[config.mk]
export PLATFORM = sky130hd
export DESIGN_NAME = encoder_period_tachometer
export DESIGN_NICKNAME = d
export VERILOG_FILES = /design/src/sv/ept_pkg.sv /design/src/sv/encoder_period_tachometer.sv /design/src/sv/ept_ctrl.sv /design/src/sv/ept_datapath.sv
export SDC_FILE = /design/constraint.sdc
export NUM_CORES = 2
export LEC_CHECK = 0
export BUFFER_PORTS_ARGS = -buffer_cell sky130_fd_sc_hd__buf_2
export CORE_MARGIN = 2
export CORE_UTILIZATION = 35
export CTS_CLUSTER_SIZE = 10
export DETAILED_ROUTE_END_ITERATION = 10
export PLACE_DENSITY = 0.46
export SLEW_MARGIN = 20
export SYNTH_ARGS = -nofsm -noshare
export SYNTH_HDL_FRONTEND = slang
export SYNTH_SLANG_ARGS = --single-unit
[constraint.sdc]
create_clock -name clk -period 20 [get_ports clk]
set_input_delay 4 -clock clk [delete_from_list [all_inputs] [get_ports clk]]
set_output_delay 4 -clock clk [all_outputs]
set_load 0.005 [all_outputs]
[src/sv/ept_pkg.sv]
// Shared types and constants for the encoder period tachometer.
package ept_pkg;

  localparam int DIVIDEND_W = 32;
  localparam int CNT_W      = $clog2(DIVIDEND_W);
  localparam int OUT_W      = 32;
  localparam int CFG_IDX_W  = 2;
  localparam int CFG_DATA_W = 32;

  localparam logic [15:0] ALPHA_RST   = 16'd32768;
  localparam logic [7:0]  EPC_RST     = 8'd10;
  localparam logic [31:0] TIMEOUT_RST = 32'd200000;
  localparam logic [23:0] NUMER_RST   = 24'd15000000;

  typedef enum logic [CFG_IDX_W-1:0] {
    CFG_ALPHA   = 2'd0,
    CFG_EPC     = 2'd1,
    CFG_TIMEOUT = 2'd2,
    CFG_NUMER   = 2'd3
  } cfg_idx_t;

  typedef struct packed {
    logic accept;    // word taken: advance time, count the edge
    logic load_div;  // word carries a read: set up the divider
    logic div_step;  // one quotient bit
    logic mul;       // filter products
    logic sum;       // filter update
    logic push;      // move filter value into the output register
  } cmd_t;

  typedef struct packed {
    logic out_free;
  } sts_t;

endpackage

[src/sv/encoder_period_tachometer.sv]
// Encoder period tachometer top level: sequencer plus datapath.
// Each input word is one tick. A word without a read request is taken without
// a stall and the next word can follow at once. A word with a read request
// occupies the block through its acceptance, 32 steps of the one-bit-per-cycle
// restoring divider that forms numerator*256/period, the two filter products,
// the filter sum and the load of the output register. That last step waits
// while a previous result still sits stalled in the output register.
// Configuration writes take effect at the clock edge where cfg_we is high.
module encoder_period_tachometer
  import ept_pkg::*;
#(
  parameter int TIME_BITS = 32
) (
  input  logic                  clk,
  input  logic                  rst_n,
  input  logic                  cfg_we,
  input  logic [CFG_IDX_W-1:0]  cfg_index,
  input  logic [CFG_DATA_W-1:0] cfg_wdata,
  input  logic                  in_valid,
  output logic                  in_stall,
  input  logic                  in_edge_req,
  input  logic                  in_read_request,
  output logic                  out_valid,
  input  logic                  out_stall,
  output logic [OUT_W-1:0]      out_speed_rpm_q8
);

  cmd_t cmd;
  sts_t sts;

  ept_ctrl u_ctrl (
    .clk             (clk),
    .rst_n           (rst_n),
    .in_valid        (in_valid),
    .in_read_request (in_read_request),
    .in_stall        (in_stall),
    .sts             (sts),
    .cmd             (cmd)
  );

  ept_datapath #(
    .TIME_BITS (TIME_BITS)
  ) u_dp (
    .clk              (clk),
    .rst_n            (rst_n),
    .cfg_we           (cfg_we),
    .cfg_index        (cfg_index),
    .cfg_wdata        (cfg_wdata),
    .in_edge_req      (in_edge_req),
    .cmd              (cmd),
    .sts              (sts),
    .out_valid        (out_valid),
    .out_speed_rpm_q8 (out_speed_rpm_q8),
    .out_stall        (out_stall)
  );

endmodule

[src/sv/ept_ctrl.sv]
// Sequencer for the tachometer: takes words and steps the datapath through a read.
module ept_ctrl
  import ept_pkg::*;
(
  input  logic clk,
  input  logic rst_n,
  input  logic in_valid,
  input  logic in_read_request,
  output logic in_stall,
  input  sts_t sts,
  output cmd_t cmd
);

  typedef enum logic [2:0] {
    ST_IDLE,
    ST_DIV,
    ST_MUL,
    ST_SUM,
    ST_PUSH
  } state_t;

  state_t           state_r, state_nxt;
  logic [CNT_W-1:0] cnt_r, cnt_nxt;

  assign in_stall = (state_r != ST_IDLE);

  always_comb begin
    state_nxt = state_r;
    cnt_nxt   = cnt_r;
    cmd       = '0;
    case (state_r)
      ST_IDLE: begin
        cmd.accept = in_valid;
        if (in_valid && in_read_request) begin
          cmd.load_div = 1'b1;
          cnt_nxt      = CNT_W'(DIVIDEND_W - 1);
          state_nxt    = ST_DIV;
        end
      end
      ST_DIV: begin
        cmd.div_step = 1'b1;
        cnt_nxt      = cnt_r - 1'b1;
        if (cnt_r == '0) begin
          state_nxt = ST_MUL;
        end
      end
      ST_MUL: begin
        cmd.mul   = 1'b1;
        state_nxt = ST_SUM;
      end
      ST_SUM: begin
        cmd.sum   = 1'b1;
        state_nxt = ST_PUSH;
      end
      ST_PUSH: begin
        if (sts.out_free) begin
          cmd.push  = 1'b1;
          state_nxt = ST_IDLE;
        end
      end
      default: begin
        state_nxt = ST_IDLE;
      end
    endcase
  end

  always_ff @(posedge clk) begin
    if (!rst_n) begin
      state_r <= ST_IDLE;
      cnt_r   <= '0;
    end else begin
      state_r <= state_nxt;
      cnt_r   <= cnt_nxt;
    end
  end

endmodule

[src/sv/ept_datapath.sv]
// Tachometer datapath: time base, edge capture, divider, filter and output register.
module ept_datapath
  import ept_pkg::*;
#(
  parameter int TIME_BITS = 32
) (
  input  logic                  clk,
  input  logic                  rst_n,
  input  logic                  cfg_we,
  input  logic [CFG_IDX_W-1:0]  cfg_index,
  input  logic [CFG_DATA_W-1:0] cfg_wdata,
  input  logic                  in_edge_req,
  input  cmd_t                  cmd,
  output sts_t                  sts,
  output logic                  out_valid,
  output logic [OUT_W-1:0]      out_speed_rpm_q8,
  input  logic                  out_stall
);

  localparam int CMP_W = (TIME_BITS > 32) ? TIME_BITS : 32;

  logic [15:0] alpha_r;
  logic [7:0]  epc_r;
  logic [31:0] timeout_r;
  logic [23:0] numer_r;

  logic [TIME_BITS-1:0] time_r, last_r, period_r;
  logic [7:0]           edge_cnt_r;
  logic [OUT_W-1:0]     filt_r;

  logic [TIME_BITS-1:0]  rem_r, dvsr_r;
  logic [DIVIDEND_W-1:0] quo_r;
  logic                  mzero_r;
  logic [47:0]           prod_a_r;
  logic [48:0]           prod_b_r;
  logic                  out_valid_r;
  logic [OUT_W-1:0]      out_data_r;

  logic [7:0]            edge_cnt_inc;
  logic                  capture;
  logic [TIME_BITS-1:0]  elapsed, period_edge, period_rd;
  logic                  timed_out;
  logic [TIME_BITS:0]    rem_shift;
  logic [TIME_BITS+1:0]  diff;
  logic [DIVIDEND_W-1:0] meas;
  logic [16:0]           beta;
  logic [49:0]           acc;

  assign edge_cnt_inc = edge_cnt_r + 8'd1;
  // A count of zero in the register still captures on every edge.
  assign capture      = in_edge_req && (edge_cnt_inc >= epc_r);
  assign period_edge  = capture ? (time_r - last_r) : period_r;
  // After a capture in the same tick the elapsed time is zero.
  assign elapsed      = capture ? '0 : (time_r - last_r);
  assign timed_out    = CMP_W'(elapsed) > CMP_W'(timeout_r);
  assign period_rd    = timed_out ? '0 : period_edge;

  // Restoring division, one quotient bit per step.
  assign rem_shift = {rem_r, quo_r[DIVIDEND_W-1]};
  assign diff      = {1'b0, rem_shift} - {2'b00, dvsr_r};

  assign meas = mzero_r ? '0 : quo_r;
  assign beta = 17'h10000 - {1'b0, alpha_r};
  assign acc  = 50'(prod_a_r) + 50'(prod_b_r);

  assign sts.out_free     = !out_valid_r || !out_stall;
  assign out_valid        = out_valid_r;
  assign out_speed_rpm_q8 = out_data_r;

  always_ff @(posedge clk) begin
    if (!rst_n) begin
      alpha_r     <= ALPHA_RST;
      epc_r       <= EPC_RST;
      timeout_r   <= TIMEOUT_RST;
      numer_r     <= NUMER_RST;
      time_r      <= '0;
      last_r      <= '0;
      period_r    <= '0;
      edge_cnt_r  <= '0;
      filt_r      <= '0;
      out_valid_r <= 1'b0;
    end else begin
      if (cfg_we) begin
        case (cfg_index)
          CFG_ALPHA:   alpha_r   <= cfg_wdata[15:0];
          CFG_EPC:     epc_r     <= cfg_wdata[7:0];
          CFG_TIMEOUT: timeout_r <= cfg_wdata[31:0];
          CFG_NUMER:   numer_r   <= cfg_wdata[23:0];
          default: ;
        endcase
      end
      if (cmd.accept) begin
        time_r <= time_r + 1'b1;
        if (in_edge_req) begin
          edge_cnt_r <= capture ? 8'd0 : edge_cnt_inc;
        end
        if (capture) begin
          last_r <= time_r;
        end
        period_r <= cmd.load_div ? period_rd : period_edge;
      end
      if (cmd.sum) begin
        filt_r <= acc[47:16];
      end
      if (cmd.push) begin
        out_valid_r <= 1'b1;
      end else if (!out_stall) begin
        out_valid_r <= 1'b0;
      end
    end
  end

  always_ff @(posedge clk) begin
    if (cmd.load_div) begin
      rem_r   <= '0;
      quo_r   <= {numer_r, 8'd0};
      dvsr_r  <= period_rd;
      mzero_r <= (period_rd == '0);
    end else if (cmd.div_step) begin
      rem_r <= diff[TIME_BITS+1] ? rem_shift[TIME_BITS-1:0] : diff[TIME_BITS-1:0];
      quo_r <= {quo_r[DIVIDEND_W-2:0], ~diff[TIME_BITS+1]};
    end
    if (cmd.mul) begin
      prod_a_r <= 48'(alpha_r) * 48'(filt_r);
      prod_b_r <= 49'(beta) * 49'(meas);
    end
    if (cmd.push) begin
      out_data_r <= filt_r;
    end
  end

endmodule

==> impl_metrics.toml <==
[run_status]
status = "finished, final reports clean"

[synth]
synth_fp_nets = 7748
ys_seq_elements = 450
syn_area_mm2 = 0.0563
synthCells = 6446
syn_area_per_cell_um2 = 8.73
synth_edf_count = 185
ys_warn_count = 0
ys.flop_type = "dfxtp_1"
synthArstFlopShare_pct = 0
ys_seq_area_share_pct = 19.3
synth_cell_type_count = 79

[worst_setup_path]
worstPathRequired_ps = 20420
cpMaxStageDelayCell = "xor2_1"
worstPathArrival_ps = 10300
cp-end-kind = "register"
critPathMaxFanout = 37
critPathLaunchType = "register"
crit_type = "register to register"
slowest_delay_ps = 750
cp_common_cell = "fa_1"

[clock_tree]
cts_buffers = 58
cts_tree = "done"
insertion_delay_ps = 700
path_clk_slew_ps = 60
h-tree-depth = 2
clockBufferDepth = 3
root_buffer = "clkbuf_16"
postCtsResizedCells = 0
hold_buffers = 0
postCtsSetupBuffers = 0
cts_sinks = 450

[die]
num_rows = 147
boundaryPins = 75
die_w_um = 405
die-area_mm2 = 0.164
fp.dieH_um = 405
core-area_mm2 = 0.160
start_util_pct = 35.2

[detailed_routing]
dr_wl_met3_mm = 6.44
vias = 42700
wl_per_cell_um = 20.1
dr.pass1.iters = 5
wirelength_mm = 171
viasPerCell = 5.03
wl_met1_mm = 79.6
drc = 0
ant_nets = 0
routed.top_layer = "met5"
wl_met2_mm = 81.0
initialDrtViolationCount = 2524

[flow_run]
maxCapViolations = 0

[timing]
worstMarginPinSlew_ps = 1190
setup_viol = 0
period_minus_slack_ps = 9880
drv_slew = 0
setup_slack_ps = 10120
tns_ps = 0
slew_headroom_pct = 20.2
period_share_pct = 49.4
rsz0062_at_grt = "false"
fin_worst_skew_ps = 91.4
hold_viol = 0
timing.fmax_mhz = 101

[power_and_ir_drop]
seq_power_share_pct = 34.2
power_density_mw_per_mm2 = 52.2
leakage_nw = 27.2
irDropWorstVdd_mv = 0.0760
pwr-share-comb_pct = 32.6
clkPwrFrac_pct = 33.1
switching_share_pct = 37.3
p_int_w = 0.00200
switchingPower_w = 0.00119

[finish]
drive_gt1_share_pct = 5.01
syn2layout_area_growth_pct = 8.26
stdcell_area_mm2 = 0.0609
nNetsFinal = 7661

[place]
dp_hpwl_mm = 129
place_ws_ps = 10070
post_dp_cell_area_mm2 = 0.0590
numPortBuffers = 74
gp_congestion = 0.874

[grt]
grt_max_degree = 139
grt-ovfl-total = 0
grt_usage_pct = 21.4
grt_pass1_wl_mm = 270
grt_antenna_before_repair = 9
grt_pass1_vias = 44900

[worst_hold_path]
hold_class = "register to register"
registers in the layout, indices dropped and copies added, names as in the netlist:
signal	count
u_dp.epc_r	8
u_dp.timeout_r	32
u_dp.alpha_r	16
u_dp.rem_r	32
u_dp.quo_r	32
u_dp.prod_b_r	48
u_dp.numer_r	24
u_dp.period_r	32
u_dp.last_r	32
u_ctrl.cnt_r	5
u_dp.dvsr_r	32
u_dp.mzero_r	1
u_dp.out_valid	1
u_ctrl.state_r	3
u_dp.filt_r	32
u_dp.time_r	32
u_dp.out_speed_rpm_q8	32
u_dp.prod_a_r	48
u_dp.edge_cnt_r	8
kinds of logic after synthesis:
| group | Yosys count | share of synthesized area [%] |
|---|---|---|
| AO/OA/AOI/OAI | 908 | 10.5 |
| XOR/XNOR | 221 | 3.44 |
| adder cells (fa/ha/maj) | 1261 | 39.6 |
| buffers and inverters | 1464 | 9.78 |
| flip-flops | 450 | 19.3 |
| multiplexers | 19 | 0.351 |
| AND/OR/NAND/NOR | 2123 | 16.9 |
cells in the final DEF, fill, tap and decap left out, drive strengths merged, types with 8 or more instances in the layout:
| cell type | count |
|---|---|
| a31oi | 23 |
| nor3 | 42 |
| nor4 | 10 |
| fa | 868 |
| nand2b | 56 |
| a21oi | 229 |
| inv | 1149 |
| or3 | 13 |
| a22o | 31 |
| a22oi | 18 |
| xnor2 | 129 |
| o31a | 10 |
| a21boi | 113 |
| o211ai | 24 |
| nand2 | 1144 |
| mux2i | 13 |
| or2 | 9 |
| nor2b | 89 |
| edfxtp | 185 |
| nand4 | 41 |
| nand3b | 8 |
| nor2 | 324 |
| a21o | 111 |
| a2111oi | 9 |
| o22ai | 8 |
| nand3 | 72 |
| clkinv | 11 |
| o21a | 36 |
| buf | 168 |
| and2 | 264 |
| o21ai | 186 |
| xor2 | 92 |
| clkbuf | 95 |
| a211oi | 29 |
| dfxtp | 265 |
| ha | 393 |
| o21bai | 19 |
| and3 | 26 |
| nor3b | 10 |
cell type report:
type,count,area [um^2]
Inverter,1149,4310
Antenna cell,2,5.00
Sequential cell,450,10900
Multi-Input combinational cell,4532,40100
Timing Repair Buffer,168,1100
Clock inverter,13,175
Fill cell,16500,99100
Clock buffer,95,1710
Tap cell,2086,2610
final timing paths:
| kind | from | end | slack, ps | depth (start not counted) |
|---|---|---|---|---|
| worst max-delay path | u_dp.alpha_r[3] | u_dp.prod_b_r[46] | 10120 | 29 |
| worst min-delay path | u_dp.last_r[11] | u_dp.last_r[11] | 460 | 2 |
| worst max register to register | u_dp.alpha_r[3] | u_dp.prod_b_r[46] | 10120 | 29 |
| worst min register to register | u_dp.last_r[11] | u_dp.last_r[11] | 460 | 2 |
metrics by stage:
stage	std cells	power, W	hold slack, ps	util [%]
global placement	8384	0.00214	453	36.9
global route	8494	0.00338	486	38.1
finish	8495	0.00318	464	38.1
detailed placement	8385	0.00214	459	36.9
CTS	8493	0.00322	468	38.0
floorplan	6446	0.00180	406	-
synthesized netlist by cell type, types with 7 or more instances:
cell type	count	area, um^2
a22o_1	31	272
and3_1	26	163
xor2_1	92	806
o31a_1	10	87.6
ha_1	393	4920
nand2_1	1144	4290
buf_1	30	113
xnor2_1	129	1130
a21boi_0	113	848
nor3_1	42	210
nor3b_1	10	75.1
nand3b_1	8	60.1
a21o_1	111	833
and2_1	263	1650
or3_1	13	81.3
o22ai_1	8	50.1
nand4_1	41	257
a22oi_1	18	135
o21bai_1	19	143
dfxtp_1	265	5310
or2_2	7	43.8
nand3_1	72	360
mux2i_1	13	130
a2111oi_0	7	61.3
clkbuf_1	279	1050
o211ai_1	24	180
inv_1	1148	4310
o21a_1	36	270
a21oi_1	229	1150
nor2b_1	89	557
o21ai_0	182	911
nand2b_1	56	350
edfxtp_1	185	5560
nor2_1	324	1220
a211oi_1	28	210
nor4_1	9	56.3
fa_1	868	17400
a31oi_1	23	144
layer usage:
layer / vias up / track usage [%]
li1: 19900 / -
met1: 21700 / 29.8
met2: 819 / 35.8
met3: 207 / 1.86
met4: 4 / 5.37
met5: - / 0
power by group through the flow:
stage	clock (W)	sequential, W	combinational [W]
floorplan	0	0.00108	0.000726
global placement	0	0.00111	0.00103
detailed placement	0	0.00111	0.00103
CTS	0.00109	0.00109	0.00104
global route	0.00112	0.00110	0.00116
finish	0.00105	0.00109	0.00104
critical path, delay by kind of cell (launching register included):
family                   cells  cell delay (ps)
XOR/XNOR                     2              850
AND/OR/NAND/NOR              8             2310
adder cells (fa/ha/maj)      7             3250
buffers and inverters        4              200
flip-flops                   1              570
AO/OA/AOI/OAI                8             2410
Note: power is estimated with default switching activity, not from simulation.
